File: src/hw/rtl/bcm_pkg.sv
`default_nettype none
package bcm_pkg;

	localparam int ADC_BITS_DEF = 12;
	localparam int ACC_BITS_DEF = 48;

	localparam int GAIN_W     = 24;
	localparam int GAIN_FRAC  = 16;
	localparam int CFG_IDX_W  = 3;
	localparam int CFG_DATA_W = 24;
	localparam int OUT_ACC_W  = 48;

	// register indexes of the configuration port
	localparam logic [CFG_IDX_W-1:0] REG_NODE1_GAIN    = 3'd0;
	localparam logic [CFG_IDX_W-1:0] REG_NODE2_GAIN    = 3'd1;
	localparam logic [CFG_IDX_W-1:0] REG_NODE3_GAIN    = 3'd2;
	localparam logic [CFG_IDX_W-1:0] REG_ACTIVE_CUR    = 3'd3;
	localparam logic [CFG_IDX_W-1:0] REG_CELL_LOW      = 3'd4;
	localparam logic [CFG_IDX_W-1:0] REG_CELL_HIGH     = 3'd5;
	localparam logic [CFG_IDX_W-1:0] REG_IMB_LIMIT     = 3'd6;
	localparam logic [CFG_IDX_W-1:0] REG_TEMP_LIMIT    = 3'd7;

	localparam logic [GAIN_W-1:0] GAIN_RST       = 24'd279900;
	localparam logic [14:0]       ACTIVE_CUR_RST = 15'd50;
	localparam logic [15:0]       CELL_LOW_RST   = 16'd3000;
	localparam logic [15:0]       CELL_HIGH_RST  = 16'd4200;
	localparam logic [15:0]       IMB_LIMIT_RST  = 16'd100;
	localparam logic signed [11:0] TEMP_LIMIT_RST = 12'sd960;

	localparam logic [1:0] MODE_IDLE      = 2'd0;
	localparam logic [1:0] MODE_DISCHARGE = 2'd1;
	localparam logic [1:0] MODE_CHARGE    = 2'd2;

	// temperatures in 1/16 C
	localparam logic signed [11:0] TEMP_DEFAULT  = 12'sd400;
	localparam logic signed [11:0] TEMP_MIN_EXCL = -12'sd800;
	localparam logic signed [11:0] TEMP_MAX_EXCL = 12'sd2000;

	// mean by three: bias the sum positive, multiply by 2^16/3 rounded up
	localparam logic signed [13:0] MEAN_BIAS   = 14'sd2400;
	localparam logic signed [13:0] MEAN_OFFSET = 14'sd800;
	localparam logic [14:0]        RECIP3      = 15'd21846;

	typedef struct packed {
		logic [GAIN_W-1:0]  gain1;
		logic [GAIN_W-1:0]  gain2;
		logic [GAIN_W-1:0]  gain3;
		logic [14:0]        active_cur;
		logic [15:0]        cell_low;
		logic [15:0]        cell_high;
		logic [15:0]        imb_limit;
		logic signed [11:0] temp_limit;
	} cfg_t;

	typedef struct packed {
		logic [1:0]         mode;
		logic [30:0]        chg_add;
		logic [31:0]        eng_add;
		logic signed [11:0] r1;
		logic signed [11:0] r2;
		logic signed [11:0] r3;
		logic               ok1;
		logic               ok2;
		logic               ok3;
		logic               none;
	} aux_t;

endpackage
`default_nettype wire

File: src/hw/rtl/battery_cell_monitor.sv
// Battery cell monitor: one telemetry sample in, one result out.
// Input channel in_valid/in_ready carries the sample fields; the result
// leaves on out_valid/out_ready. Registers are written through
// cfg_valid/cfg_ready with cfg_index and cfg_data; cfg_ready is always high
// and writes are expected only while no sample is in flight.
// Pipeline: an accepted sample sits in the input register, then passes the
// scaling/multiply stage and the result register before it is on the ports.
// Throughput: one sample per clock unless a stall backs up the pipeline; each
// stage holds one beat, and held temperatures and charge/energy accumulators
// update in the result stage, so back-to-back samples see each other's state.
// Reset: registers return to their defaults, held temperatures to 25 C,
// accumulators to zero, and the pipeline empties.
// Stall: while out_ready is low the result register holds; the two earlier
// stages keep filling, and in_ready drops once all three hold a beat.
`default_nettype none
module battery_cell_monitor #(
	parameter int ADC_BITS = bcm_pkg::ADC_BITS_DEF,
	parameter int ACC_BITS = bcm_pkg::ACC_BITS_DEF
) (
	input  wire logic                                 clk,
	input  wire logic                                 arst_n,
	input  wire logic                                 cfg_valid,
	output logic                                      cfg_ready,
	input  wire logic [bcm_pkg::CFG_IDX_W-1:0]        cfg_index,
	input  wire logic [bcm_pkg::CFG_DATA_W-1:0]       cfg_data,
	input  wire logic                                 in_valid,
	output logic                                      in_ready,
	input  wire logic [ADC_BITS-1:0]                  node1_code,
	input  wire logic [ADC_BITS-1:0]                  node2_code,
	input  wire logic [ADC_BITS-1:0]                  node3_code,
	input  wire logic signed [15:0]                   pack_current,
	input  wire logic [15:0]                          pack_power,
	input  wire logic                                 current_ok,
	input  wire logic signed [11:0]                   probe1_raw,
	input  wire logic signed [11:0]                   probe2_raw,
	input  wire logic signed [11:0]                   probe3_raw,
	input  wire logic [1:0]                           probe_count,
	input  wire logic [15:0]                          elapsed_ms,
	output logic                                      out_valid,
	input  wire logic                                 out_ready,
	output logic [15:0]                               cell1_mv,
	output logic [15:0]                               cell2_mv,
	output logic [15:0]                               cell3_mv,
	output logic [15:0]                               pack_mv,
	output logic [15:0]                               imbalance_mv,
	output logic signed [11:0]                        mean_temp,
	output logic [1:0]                                pack_mode,
	output logic [bcm_pkg::OUT_ACC_W-1:0]             charge_total,
	output logic [bcm_pkg::OUT_ACC_W-1:0]             energy_total,
	output logic                                      voltage_warn,
	output logic                                      imbalance_warn,
	output logic                                      temp_warn
);

	localparam int NODE_W = ADC_BITS + bcm_pkg::GAIN_W - bcm_pkg::GAIN_FRAC;

	bcm_pkg::cfg_t       cfg;
	bcm_pkg::aux_t       aux_s2;

	logic                vld_s1, vld_s2, vld_s3;
	logic                en2, en3, in_acc;

	logic [ADC_BITS-1:0] node1_s1, node2_s1, node3_s1;
	logic signed [15:0]  cur_s1;
	logic [15:0]         pwr_s1, ms_s1;
	logic                ok_s1;
	logic signed [11:0]  p1_s1, p2_s1, p3_s1;
	logic [1:0]          cnt_s1;

	logic [NODE_W-1:0]   node1_s2, node2_s2, node3_s2;

	// advance a stage when the next one is empty or moving
	assign en3      = vld_s2 && (!vld_s3 || out_ready);
	assign en2      = vld_s1 && (!vld_s2 || en3);
	assign in_ready = !vld_s1 || en2;
	assign in_acc   = in_valid && in_ready;

	assign cfg_ready = 1'b1;
	assign out_valid = vld_s3;

	always_ff @(posedge clk or negedge arst_n) begin
		if (!arst_n) begin
			vld_s1 <= 1'b0;
			vld_s2 <= 1'b0;
			vld_s3 <= 1'b0;
		end else begin
			if (in_acc) begin
				vld_s1 <= 1'b1;
			end else if (en2) begin
				vld_s1 <= 1'b0;
			end
			if (en2) begin
				vld_s2 <= 1'b1;
			end else if (en3) begin
				vld_s2 <= 1'b0;
			end
			if (en3) begin
				vld_s3 <= 1'b1;
			end else if (out_ready) begin
				vld_s3 <= 1'b0;
			end
		end
	end

	always_ff @(posedge clk) begin
		if (in_acc) begin
			node1_s1 <= node1_code;
			node2_s1 <= node2_code;
			node3_s1 <= node3_code;
			cur_s1   <= pack_current;
			pwr_s1   <= pack_power;
			ok_s1    <= current_ok;
			p1_s1    <= probe1_raw;
			p2_s1    <= probe2_raw;
			p3_s1    <= probe3_raw;
			cnt_s1   <= probe_count;
			ms_s1    <= elapsed_ms;
		end
	end

	bcm_cfg u_cfg (
		.clk     (clk),
		.arst_n  (arst_n),
		.wr_en   (cfg_valid),
		.wr_idx  (cfg_index),
		.wr_data (cfg_data),
		.cfg     (cfg)
	);

	bcm_front #(
		.ADC_BITS (ADC_BITS),
		.NODE_W   (NODE_W)
	) u_front (
		.clk          (clk),
		.en           (en2),
		.cfg          (cfg),
		.node1_code   (node1_s1),
		.node2_code   (node2_s1),
		.node3_code   (node3_s1),
		.pack_current (cur_s1),
		.pack_power   (pwr_s1),
		.current_ok   (ok_s1),
		.probe1_raw   (p1_s1),
		.probe2_raw   (p2_s1),
		.probe3_raw   (p3_s1),
		.probe_count  (cnt_s1),
		.elapsed_ms   (ms_s1),
		.node1_s2     (node1_s2),
		.node2_s2     (node2_s2),
		.node3_s2     (node3_s2),
		.aux_s2       (aux_s2)
	);

	bcm_back #(
		.ADC_BITS (ADC_BITS),
		.ACC_BITS (ACC_BITS),
		.NODE_W   (NODE_W)
	) u_back (
		.clk       (clk),
		.arst_n    (arst_n),
		.en        (en3),
		.cfg       (cfg),
		.node1_s2  (node1_s2),
		.node2_s2  (node2_s2),
		.node3_s2  (node3_s2),
		.aux_s2    (aux_s2),
		.cell1_s3  (cell1_mv),
		.cell2_s3  (cell2_mv),
		.cell3_s3  (cell3_mv),
		.pack_s3   (pack_mv),
		.imb_s3    (imbalance_mv),
		.mean_s3   (mean_temp),
		.mode_s3   (pack_mode),
		.charge_s3 (charge_total),
		.energy_s3 (energy_total),
		.vwarn_s3  (voltage_warn),
		.iwarn_s3  (imbalance_warn),
		.twarn_s3  (temp_warn)
	);

endmodule
`default_nettype wire

File: src/hw/rtl/bcm_cfg.sv
`default_nettype none
module bcm_cfg (
	input  wire logic                           clk,
	input  wire logic                           arst_n,
	input  wire logic                           wr_en,
	input  wire logic [bcm_pkg::CFG_IDX_W-1:0]  wr_idx,
	input  wire logic [bcm_pkg::CFG_DATA_W-1:0] wr_data,
	output bcm_pkg::cfg_t                       cfg
);

	bcm_pkg::cfg_t cfg_q;

	always_ff @(posedge clk or negedge arst_n) begin
		if (!arst_n) begin
			cfg_q.gain1      <= bcm_pkg::GAIN_RST;
			cfg_q.gain2      <= bcm_pkg::GAIN_RST;
			cfg_q.gain3      <= bcm_pkg::GAIN_RST;
			cfg_q.active_cur <= bcm_pkg::ACTIVE_CUR_RST;
			cfg_q.cell_low   <= bcm_pkg::CELL_LOW_RST;
			cfg_q.cell_high  <= bcm_pkg::CELL_HIGH_RST;
			cfg_q.imb_limit  <= bcm_pkg::IMB_LIMIT_RST;
			cfg_q.temp_limit <= bcm_pkg::TEMP_LIMIT_RST;
		end else if (wr_en) begin
			case (wr_idx)
				bcm_pkg::REG_NODE1_GAIN: cfg_q.gain1      <= wr_data;
				bcm_pkg::REG_NODE2_GAIN: cfg_q.gain2      <= wr_data;
				bcm_pkg::REG_NODE3_GAIN: cfg_q.gain3      <= wr_data;
				bcm_pkg::REG_ACTIVE_CUR: cfg_q.active_cur <= wr_data[14:0];
				bcm_pkg::REG_CELL_LOW:   cfg_q.cell_low   <= wr_data[15:0];
				bcm_pkg::REG_CELL_HIGH:  cfg_q.cell_high  <= wr_data[15:0];
				bcm_pkg::REG_IMB_LIMIT:  cfg_q.imb_limit  <= wr_data[15:0];
				bcm_pkg::REG_TEMP_LIMIT: cfg_q.temp_limit <= $signed(wr_data[11:0]);
				default: begin
				end
			endcase
		end
	end

	assign cfg = cfg_q;

endmodule
`default_nettype wire

File: src/hw/rtl/bcm_front.sv
`default_nettype none
module bcm_front #(
	parameter int ADC_BITS = bcm_pkg::ADC_BITS_DEF,
	parameter int NODE_W   = ADC_BITS + bcm_pkg::GAIN_W - bcm_pkg::GAIN_FRAC
) (
	input  wire logic                clk,
	input  wire logic                en,
	input  wire bcm_pkg::cfg_t       cfg,
	input  wire logic [ADC_BITS-1:0] node1_code,
	input  wire logic [ADC_BITS-1:0] node2_code,
	input  wire logic [ADC_BITS-1:0] node3_code,
	input  wire logic signed [15:0]  pack_current,
	input  wire logic [15:0]         pack_power,
	input  wire logic                current_ok,
	input  wire logic signed [11:0]  probe1_raw,
	input  wire logic signed [11:0]  probe2_raw,
	input  wire logic signed [11:0]  probe3_raw,
	input  wire logic [1:0]          probe_count,
	input  wire logic [15:0]         elapsed_ms,
	output logic [NODE_W-1:0]        node1_s2,
	output logic [NODE_W-1:0]        node2_s2,
	output logic [NODE_W-1:0]        node3_s2,
	output bcm_pkg::aux_t            aux_s2
);

	localparam int PROD_W = ADC_BITS + bcm_pkg::GAIN_W;

	logic [PROD_W-1:0]   prod1, prod2, prod3;
	logic signed [15:0]  cur;
	logic [15:0]         pwr;
	logic signed [16:0]  cur_x, act_x;
	bcm_pkg::aux_t       aux;

	assign prod1 = {{bcm_pkg::GAIN_W{1'b0}}, node1_code} * {{ADC_BITS{1'b0}}, cfg.gain1};
	assign prod2 = {{bcm_pkg::GAIN_W{1'b0}}, node2_code} * {{ADC_BITS{1'b0}}, cfg.gain2};
	assign prod3 = {{bcm_pkg::GAIN_W{1'b0}}, node3_code} * {{ADC_BITS{1'b0}}, cfg.gain3};

	assign cur   = current_ok ? pack_current : 16'sd0;
	assign pwr   = current_ok ? pack_power : 16'd0;
	assign cur_x = {cur[15], cur};
	assign act_x = $signed({2'b00, cfg.active_cur});

	always_comb begin
		aux = '0;
		if (cur_x > act_x) begin
			aux.mode = bcm_pkg::MODE_DISCHARGE;
		end else if (cur_x < -act_x) begin
			aux.mode = bcm_pkg::MODE_CHARGE;
		end else begin
			aux.mode = bcm_pkg::MODE_IDLE;
		end
		// only used in discharge, where the current is known positive
		aux.chg_add = {16'd0, cur[14:0]} * {15'd0, elapsed_ms};
		aux.eng_add = {16'd0, pwr} * {16'd0, elapsed_ms};
		// missing probes copy probe one
		aux.r1 = probe1_raw;
		aux.r2 = (probe_count > 2'd1) ? probe2_raw : probe1_raw;
		aux.r3 = (probe_count > 2'd2) ? probe3_raw : probe1_raw;
		aux.ok1 = (aux.r1 > bcm_pkg::TEMP_MIN_EXCL) && (aux.r1 < bcm_pkg::TEMP_MAX_EXCL);
		aux.ok2 = (aux.r2 > bcm_pkg::TEMP_MIN_EXCL) && (aux.r2 < bcm_pkg::TEMP_MAX_EXCL);
		aux.ok3 = (aux.r3 > bcm_pkg::TEMP_MIN_EXCL) && (aux.r3 < bcm_pkg::TEMP_MAX_EXCL);
		aux.none = (probe_count == 2'd0);
	end

	always_ff @(posedge clk) begin
		if (en) begin
			node1_s2 <= prod1[PROD_W-1:bcm_pkg::GAIN_FRAC];
			node2_s2 <= prod2[PROD_W-1:bcm_pkg::GAIN_FRAC];
			node3_s2 <= prod3[PROD_W-1:bcm_pkg::GAIN_FRAC];
			aux_s2   <= aux;
		end
	end

endmodule
`default_nettype wire

File: src/hw/rtl/bcm_back.sv
`default_nettype none
module bcm_back #(
	parameter int ADC_BITS = bcm_pkg::ADC_BITS_DEF,
	parameter int ACC_BITS = bcm_pkg::ACC_BITS_DEF,
	parameter int NODE_W   = ADC_BITS + bcm_pkg::GAIN_W - bcm_pkg::GAIN_FRAC
) (
	input  wire logic                            clk,
	input  wire logic                            arst_n,
	input  wire logic                            en,
	input  wire bcm_pkg::cfg_t                   cfg,
	input  wire logic [NODE_W-1:0]               node1_s2,
	input  wire logic [NODE_W-1:0]               node2_s2,
	input  wire logic [NODE_W-1:0]               node3_s2,
	input  wire bcm_pkg::aux_t                   aux_s2,
	output logic [15:0]                          cell1_s3,
	output logic [15:0]                          cell2_s3,
	output logic [15:0]                          cell3_s3,
	output logic [15:0]                          pack_s3,
	output logic [15:0]                          imb_s3,
	output logic signed [11:0]                   mean_s3,
	output logic [1:0]                           mode_s3,
	output logic [bcm_pkg::OUT_ACC_W-1:0]        charge_s3,
	output logic [bcm_pkg::OUT_ACC_W-1:0]        energy_s3,
	output logic                                 vwarn_s3,
	output logic                                 iwarn_s3,
	output logic                                 twarn_s3
);

	function automatic logic [15:0] sat16(input logic [NODE_W-1:0] v);
		logic [15:0] r;
		r = (v > NODE_W'(65535)) ? 16'hFFFF : v[15:0];
		return r;
	endfunction

	function automatic logic [bcm_pkg::OUT_ACC_W-1:0] sat_out(input logic [ACC_BITS-1:0] a);
		logic [63:0] w;
		w = 64'(a);
		return (|w[63:bcm_pkg::OUT_ACC_W]) ? '1 : w[bcm_pkg::OUT_ACC_W-1:0];
	endfunction

	logic [NODE_W-1:0]   d2, d3;
	logic [15:0]         c1, c2, c3, mn, mx, imb;
	logic                vw, tw;

	logic signed [11:0]  held1_q, held2_q, held3_q;
	logic signed [11:0]  nh1, nh2, nh3;
	logic signed [13:0]  tsum, tbias, mean_w;
	logic [28:0]         tprod;

	logic [ACC_BITS-1:0] charge_q, energy_q, charge_nx, energy_nx;
	logic [ACC_BITS:0]   charge_sum, energy_sum;
	logic                dis;

	// cells are node differences, clamped at zero
	assign d2 = (node2_s2 > node1_s2) ? node2_s2 - node1_s2 : '0;
	assign d3 = (node3_s2 > node2_s2) ? node3_s2 - node2_s2 : '0;
	assign c1 = sat16(node1_s2);
	assign c2 = sat16(d2);
	assign c3 = sat16(d3);

	always_comb begin
		mn = c1;
		mx = c1;
		if (c2 < mn) mn = c2;
		if (c3 < mn) mn = c3;
		if (c2 > mx) mx = c2;
		if (c3 > mx) mx = c3;
	end
	assign imb = mx - mn;

	assign vw = (c1 < cfg.cell_low) || (c1 > cfg.cell_high) ||
		(c2 < cfg.cell_low) || (c2 > cfg.cell_high) ||
		(c3 < cfg.cell_low) || (c3 > cfg.cell_high);

	// hold the last in-range reading per probe; a probe count of zero restores the default
	assign nh1 = aux_s2.none ? bcm_pkg::TEMP_DEFAULT : (aux_s2.ok1 ? aux_s2.r1 : held1_q);
	assign nh2 = aux_s2.none ? bcm_pkg::TEMP_DEFAULT : (aux_s2.ok2 ? aux_s2.r2 : held2_q);
	assign nh3 = aux_s2.none ? bcm_pkg::TEMP_DEFAULT : (aux_s2.ok3 ? aux_s2.r3 : held3_q);

	assign tw = (nh1 > cfg.temp_limit) || (nh2 > cfg.temp_limit) || (nh3 > cfg.temp_limit);

	// floor division by three on a biased, non-negative sum
	assign tsum   = 14'(nh1) + 14'(nh2) + 14'(nh3);
	assign tbias  = tsum + bcm_pkg::MEAN_BIAS;
	assign tprod  = {15'd0, tbias} * {14'd0, bcm_pkg::RECIP3};
	assign mean_w = $signed({1'b0, tprod[28:16]}) - bcm_pkg::MEAN_OFFSET;

	assign dis = (aux_s2.mode == bcm_pkg::MODE_DISCHARGE);

	assign charge_sum = {1'b0, charge_q} + (ACC_BITS+1)'(aux_s2.chg_add);
	assign energy_sum = {1'b0, energy_q} + (ACC_BITS+1)'(aux_s2.eng_add);

	always_comb begin
		charge_nx = charge_q;
		energy_nx = energy_q;
		if (dis) begin
			charge_nx = charge_sum[ACC_BITS] ? '1 : charge_sum[ACC_BITS-1:0];
			energy_nx = energy_sum[ACC_BITS] ? '1 : energy_sum[ACC_BITS-1:0];
		end
	end

	always_ff @(posedge clk or negedge arst_n) begin
		if (!arst_n) begin
			held1_q  <= bcm_pkg::TEMP_DEFAULT;
			held2_q  <= bcm_pkg::TEMP_DEFAULT;
			held3_q  <= bcm_pkg::TEMP_DEFAULT;
			charge_q <= '0;
			energy_q <= '0;
		end else if (en) begin
			held1_q  <= nh1;
			held2_q  <= nh2;
			held3_q  <= nh3;
			charge_q <= charge_nx;
			energy_q <= energy_nx;
		end
	end

	always_ff @(posedge clk) begin
		if (en) begin
			cell1_s3  <= c1;
			cell2_s3  <= c2;
			cell3_s3  <= c3;
			pack_s3   <= sat16(node3_s2);
			imb_s3    <= imb;
			mean_s3   <= mean_w[11:0];
			mode_s3   <= aux_s2.mode;
			charge_s3 <= sat_out(charge_nx);
			energy_s3 <= sat_out(energy_nx);
			vwarn_s3  <= vw;
			iwarn_s3  <= (imb > cfg.imb_limit);
			twarn_s3  <= tw;
		end
	end

endmodule
`default_nettype wire

File: config.mk
export PLATFORM = sky130hd
export DESIGN_NAME = battery_cell_monitor
export DESIGN_NICKNAME = d
export VERILOG_FILES = /design/src/hw/rtl/bcm_pkg.sv /design/src/hw/rtl/battery_cell_monitor.sv /design/src/hw/rtl/bcm_cfg.sv /design/src/hw/rtl/bcm_front.sv /design/src/hw/rtl/bcm_back.sv
export SDC_FILE = /design/constraint.sdc
export NUM_CORES = 2
export LEC_CHECK = 0
export BUFFER_PORTS_ARGS = -buffer_cell sky130_fd_sc_hd__buf_2
export CORE_MARGIN = 2
export CORE_UTILIZATION = 43
export DETAILED_ROUTE_END_ITERATION = 10
export PLACE_DENSITY = 0.64
export SLEW_MARGIN = 20
export SYNTH_ARGS = -nofsm -noshare
export SYNTH_HDL_FRONTEND = slang
export SYNTH_SLANG_ARGS = --single-unit
File: constraint.sdc
create_clock -name clk -period 10.5 [get_ports clk]
set_input_delay 1.05 -clock clk [delete_from_list [all_inputs] [get_ports clk]]
set_output_delay 1.05 -clock clk [all_outputs]
set_load 0.01 [all_outputs]
### Yosys cells after proc, flatten, opt, wreduce, memory -nomap -nowiden

Index checks and enable logic that the tools add are counted.

| cells by class | value |
|---|---|
| equality and inequality tests | 8 |
| $mul | 6 |
| muxes and demuxes | 30 |
| magnitude comparators | 30 |
| reductions and logical operators | 32 |
| $add $sub $neg | 10 |

Operator list:

| operator | count |
|---|---|
| $mux 48 | 4 |
| $mux 16 | 9 |
| $gt 16x16->1 | 7 |
| $mul 12x24->36 | 3 |
| $mux 12 | 8 |
| $gt 20x16->1 const B | 4 |
| $lt 16x16->1 | 5 |
| $add 48x31->49 | 1 |
| $add 48x32->49 | 1 |
| $gt 20x20->1 | 2 |
| $mux 20 | 2 |
| $sub 20x20->20 | 2 |
| $gt 12x11->1 const B | 3 |
| $gt 12x12->1 | 3 |
| $lt 12x12->1 const B | 3 |
| $mul 16x16->32 | 1 |
| $mul 15x16->31 | 1 |
| $mul 14x14->27 const B | 1 |
| $lt 16x17->1 | 1 |
| $neg 15->17 | 1 |
| $reduce_and 2->1 | 8 |
| $sub 16x16->16 | 1 |
| $add 13x12->14 | 1 |
| $add 14x13->14 const B | 1 |
| 16 further kinds | 43 |

| word-level totals | value |
|---|---|
| flip-flop bits (word level) | 763 |
| input port bits | 155 |
| logic and storage cells | 168 |
| output and inout port bits | 196 |

### Longest topological paths before layout

| depth | value |
|---|---|
| word-level depth | 10 |
| mapped depth | 59 |
| depth with buffers taken out | 56 |

### Cells and area by module

A second synthesis with hierarchy kept.

| unflattened totals | value |
|---|---|
| cells, all modules | 8806 |
| area total of the unflattened synthesis | 86469.2 µm² |

By module, submodules not included:

| module | sequential area each (µm²) | cells each | area an instance (µm²) | times used |
|---|---|---|---|---|
| bcm_front | 4954.8 | 5238 | 48201.2 | 1 |
| bcm_back | 9110.0 | 3111 | 28781.4 | 1 |
| bcm_cfg | 3734.8 | 320 | 5640.4 | 1 |
| battery_cell_monitor | 3768.6 | 137 | 3846.2 | 1 |

### Worst setup path before layout

OpenSTA, ideal clock, no wires.

| timing | value |
|---|---|
| path type | reg-to-reg |
| start | register u_front.node1_s2[0] |
| end | register u_back.iwarn_s3 (data pin) |
| period minus slack after synthesis | 10.139 ns |
| arrival time | 9.880 ns |
| setup slack | 0.361 ns |
| cell stages (with the launch flop) | 58 |
| buffers on the path | 3 |
| setup time | 0.259 ns |
| required time | 10.241 ns |
| cells stage by stage | edfxtp_1 > ha_1 > fa_1 > nand2b_1 > a21oi_1 > o31a_1 > o21ai_1 > or3_1 > nand3_1 > o211ai_2 > o21ai_0 > inv_1 > ha_1 > a21o_1 > a21o_1 > a21o_1 > a21oi_1 > o2111ai_1 > [22 not listed] > a21boi_0 > o21ai_0 > a21boi_0 > o21ai_0 > a21boi_0 > o21ai_0 > nand2_1 > xor2_1 > ha_1 > a21oi_1 > nor2b_1 > o21ai_0 > nand2b_1 > a21oi_1 > o31ai_1 > a21o_1 > a21oi_1 > a21oi_1 |

| on the way | value |
|---|---|
| word-level cells in the longest chain between the ends | 10 |
| elaborated cells between the ends (all ways) | 17 |
| those cells by class | add/sub: 2; order compare: 8; mux: 7 |

Ends and longest elaborated chain:

| what | RTL line | text |
|---|---|---|
| start, declared | bcm_front.sv:20 | `output logic [NODE_W-1:0] node1_s2,` |
| start signal, assigned | bcm_front.sv:67 | `node1_s2 <= prod1[PROD_W-1:bcm_pkg::GAIN_FRAC];` |
| $sub 20x20->20 / $gt 20x20->1 (equally long branches) | bcm_back.sv:55 | `assign d2 = (node2_s2 > node1_s2) ? node2_s2 - node1_s2 : '0;` |
| $mux 20 * | bcm_back.sv:55 |  |
| $gt 20x16->1 | bcm_back.sv:31 | `r = (v > NODE_W'(65535)) ? 16'hFFFF : v[15:0];` |
| $mux 16 * | bcm_back.sv:31 |  |
| net u_back.c2[9] | bcm_back.sv:42 | `logic [15:0] c1, c2, c3, mn, mx, imb;` |
| $gt 16x16->1 / $lt 16x16->1 (equally long branches) | bcm_back.sv:66, bcm_back.sv:64 |  |
| $mux 16, on equally long branches | bcm_back.sv:66, bcm_back.sv:64 |  |
| $gt 16x16->1 / $lt 16x16->1 (equally long branches) | bcm_back.sv:67, bcm_back.sv:65 |  |
| $mux 16, on equally long branches | bcm_back.sv:67, bcm_back.sv:65 |  |
| $sub 16x16->16 * | bcm_back.sv:69 | `assign imb = mx - mn;` |
| net u_back.imb[10] | bcm_back.sv:42 |  |
| $gt 16x16->1 * | bcm_back.sv:130 | `iwarn_s3 <= (imb > cfg.imb_limit);` |
| end signal, assigned | bcm_back.sv:130 |  |
| end, declared | bcm_back.sv:25 | `output logic iwarn_s3,` |

Mark *: on every way through the listed nets, which the timed path passes. The rest lies on a longest branch.
A chain may end at the register's enable or synchronous reset.

### Worst setup path in the final report

| timing | value |
|---|---|
| start | register u_front.node2_s2[2] |
| end | register u_back.iwarn_s3 (data pin) |

| on the way | value |
|---|---|
| word-level cells in the longest chain between the ends | 10 |
| elaborated cells between the ends (all ways) | 20 |
| those cells by class | add/sub: 3; order compare: 9; mux: 8 |

Ends and longest elaborated chain:

| what | RTL line | text |
|---|---|---|
| start, declared | bcm_front.sv:21 | `output logic [NODE_W-1:0] node2_s2,` |
| start signal, assigned | bcm_front.sv:68 | `node2_s2 <= prod2[PROD_W-1:bcm_pkg::GAIN_FRAC];` |
| $sub 20x20->20 / $gt 20x20->1 (equally long branches) | bcm_back.sv:55 |  |
| $mux 20 * | bcm_back.sv:55 |  |
| $gt 20x16->1 | bcm_back.sv:31 |  |
| $mux 16 * | bcm_back.sv:31 |  |
| net u_back.c2[9] | bcm_back.sv:42 |  |
| $gt 16x16->1 / $lt 16x16->1 (equally long branches) | bcm_back.sv:66, bcm_back.sv:64 |  |
| $mux 16, on equally long branches | bcm_back.sv:66, bcm_back.sv:64 |  |
| $gt 16x16->1 / $lt 16x16->1 (equally long branches) | bcm_back.sv:67, bcm_back.sv:65 |  |
| $mux 16, on equally long branches | bcm_back.sv:67, bcm_back.sv:65 |  |
| $sub 16x16->16 * | bcm_back.sv:69 |  |
| net u_back.imb[11] | bcm_back.sv:42 |  |
| $gt 16x16->1 * | bcm_back.sv:130 |  |

Marks and branches as above.

==> summary.txt <==
Global routing
  – First-pass GRT wire length: 385 mm
  – Largest net degree at the start of global routing: 122
  – Vias in the first global route: approximately 65k
  – Gr usage total: 25.2%
  – GRT overflow: 0
  – Initial antenna violation count: 31

Worst hold path
  – Hold crit path type: input pin to async pin

Setup path
  – Crit path kind: register to register
  – Worst Setup End Kind: register
  – CP max stage cell: or3_1
  – Worst EP required: 10970 ps
  – Worst-path fanout max: 27
  – Reg2reg start: u_front.node2_s2[2]
  – FF-to-FF setup slack: 670 ps
  – Worst Path Arrival: 10310 ps
  – Max incr delay on CP: between 400 and 500 ps
  – Worst R2R Path Depth: 54
  – CP dominant cell by count: a21o_1
  – Startpoint types: register
  – R2r endpoint: u_back.iwarn_s3

Timing
  – Setup_tns: 0 ps
  – Tightest Pin Transition: between 1000 and 1500 ps
  – Rel. slew slack: 20.2%
  – Fin crit share: 93.6%
  – Hold_ws: 301 ps
  – Endpoints failing setup: 0
  – Min Tclk post-route: just under 10000 ps
  – Setup ws final: 667 ps
  – Clock Skew: 102 ps
  – Fin. max-slew vios: 0
  – Hold Vio Cnt, Final: 0
  – FMAX: between 100 and 150 MHz

Final layout
  – Final Cell Area: 0.0929 mm2
  – Fill count: 18.1k
  – Proportion of layout cells with a drive suffix above 1: 11.3%
  – Most common cell after layout, fill and taps aside: inv_1
  – Register area: 0.0216 mm2
  – Final nets: 10.9k
  – Multi-input gate area: 0.0565 mm2
  – Commonest cells after routing, fill and taps aside: 1364 x inv_1, 1220 x nand2_1, 1106 x fa_1, 863 x ha_1, 481 x edfxtp_1
  – P&R area growth vs syn: 10.2%

Clock tree
  – CTS sink cnt: roughly 760
  – H-Tree Depth: 3
  – CTS max path bufs: 3
  – Clock Pin Slew Worst Setup and Hold Paths: 60 ps
  – CTS root buf: clkbuf_16
  – Clock latency at the later pin of the worst-skew pair: 790 ps
  – CTS Buf Count: 94
  – TritonCTS clock tree: yes
  – CTS Hold Buffers Added: 0

Synthesis
  – Ys flop type: edfxtp_1
  – Register area share after synthesis: roughly 26%
  – Synth Warn #: 0
  – Number of flops mapped to enable cells by yosys: 481
  – #FFs+latches synth: 763
  – Syn nets: about 11k
  – Synth unique cells: 80
  – Syn Inst Count: 8512
  – Mapped Area: 0.0843 mm2
  – Post-synth ARST share: 37.0%
  – Synthesized area per cell: ~9.9 um2

Flow run
  – Max Cap Viol: 0

Placement
  – Pre-CTS setup slack: -277 ps
  – Placer Congestion: 0.966
  – Placed Area: 0.0893 mm2
  – HPWL Detailed: 191 mm
  – # port buffers: 349

Status
  – Status: finished, final reports clean

Die
  – Initial Util: 43.3%
  – Full die area: between 0.15 and 0.2 mm2
  – Ports: ~350
  – Core ar.: 0.195 mm2
  – Row cnt: approximately 160
  – Die Wd: approximately 450 um
  – Die H: 447 um

Route
  – Via density: 5.39
  – Post-DRT Antenna Nets: 0
  – Detailed-route wire length per cell: 21.7 um
  – Vias after detailed routing: 62.0k
  – Total wire length: 249 mm
  – DR pass1 iterations: 6
  – 1st-iter DRT viols: 4455
  – DRC: 0
## layer usage
metal  part of all wire, %  GRT usage, %  up-vias
li1                      -             -    28260
met1                    42          32.9    31343
met2                    47          41.2     1920
met3                   5.7          3.49      442
met4                   5.4          12.5       10
met5                 0.024             0        -
## flip-flops by register name, summed over array words and instances, names as in the netlist, 16 cells and up
register	flops
u_front.aux_s2	105
cur_s1	16
u_back.cell3_s3	16
u_back.cell1_s3	16
u_back.pack_s3	16
u_back.cell2_s3	16
u_cfg.cfg	147
u_back.imb_s3	16
u_back.energy_q	48
u_front.node3_s2	20
ms_s1	16
u_back.charge_q	48
u_front.node2_s2	20
u_back.energy_s3	48
u_back.charge_s3	48
u_front.node1_s2	20
pwr_s1	16
## cell usage after synthesis, drive strengths merged (70+ instances only)
master | n | share of area [%]
edfxtp | 481 | 17
clkbuf | 341 | 1.5
nand3 | 70 | 0.42
a21o | 125 | 1.1
nand2 | 1222 | 5.4
ha | 864 | 13
and2 | 290 | 2.2
nor2b | 77 | 0.57
and3 | 232 | 1.7
xnor2 | 186 | 1.9
inv | 1365 | 6.1
a21oi | 317 | 1.9
nand2b | 70 | 0.52
mux2 | 171 | 2.3
o21ai | 250 | 1.5
fa | 1106 | 26
dfrtp | 228 | 6.8
nor2 | 302 | 1.3
o21a | 102 | 0.91
## worst max path at each step
stage | startpoint | endpoint
floorplan | u_front.node1_s2[0] | u_back.iwarn_s3
global placement | u_front.node1_s2[0] | u_back.iwarn_s3
detailed placement | u_front.node1_s2[0] | u_back.iwarn_s3
CTS | u_front.node1_s2[0] | u_back.iwarn_s3
global route | u_front.node2_s2[2] | u_back.iwarn_s3
finish | u_front.node2_s2[2] | u_back.iwarn_s3
## cell type report
class | count | share of cell area [%]
well taps | 2624 | 3.53
flip-flops and latches | 763 | 23.2
clock buffers | 126 | 2.79
inverters | 1366 | 5.53
multi-input cells | 6018 | 60.8
diodes | 9 | 0.0242
clock inverters | 52 | 0.656
repair buffers | 535 | 3.46
## metrics by stage
step,utilization [%],cells
floorplan,-,8512
global placement,45.9,11293
detailed placement,45.9,11293
CTS,47.5,11471
global route,47.7,11492
finish,47.7,11493
## critical path: cells and delay by family, from the launching register on
kind | cells | cell delay (ps)
XOR/XNOR | 2 | 490
AND/OR/NAND/NOR | 13 | 1670
flip-flops | 1 | 400
adder cells (fa/ha/maj) | 5 | 1460
buffers and inverters | 4 | 560
AO/OA/AOI/OAI | 30 | 5040
## repair_timing
action / in CTS / in global routing
endpoints found under the setup margin: 1 / 2
pin swaps: 0 / 14
cloned: 0 / 1
setup buffers: 0 / 12
gates resized for setup: 5 / 58
## cells by family (layout without fill, tap and decap cells)
group	after synthesis	after routing	synth area share (%)
other	1	10	0.00445
AOI/OAI and AO/OA	1110	1111	8.42
buffers and inverters	1732	2079	7.77
xor gates and xnor gates	254	254	2.64
adders and majority gates	1970	1970	39.1
and+or+nand+nor	2466	2466	13.7
DFF	763	763	25.6
muxes	216	216	2.82
Power is left out: the tool's default activity adds up to more than one toggle a clock period on the data nets, which glitch-free logic cannot reach.
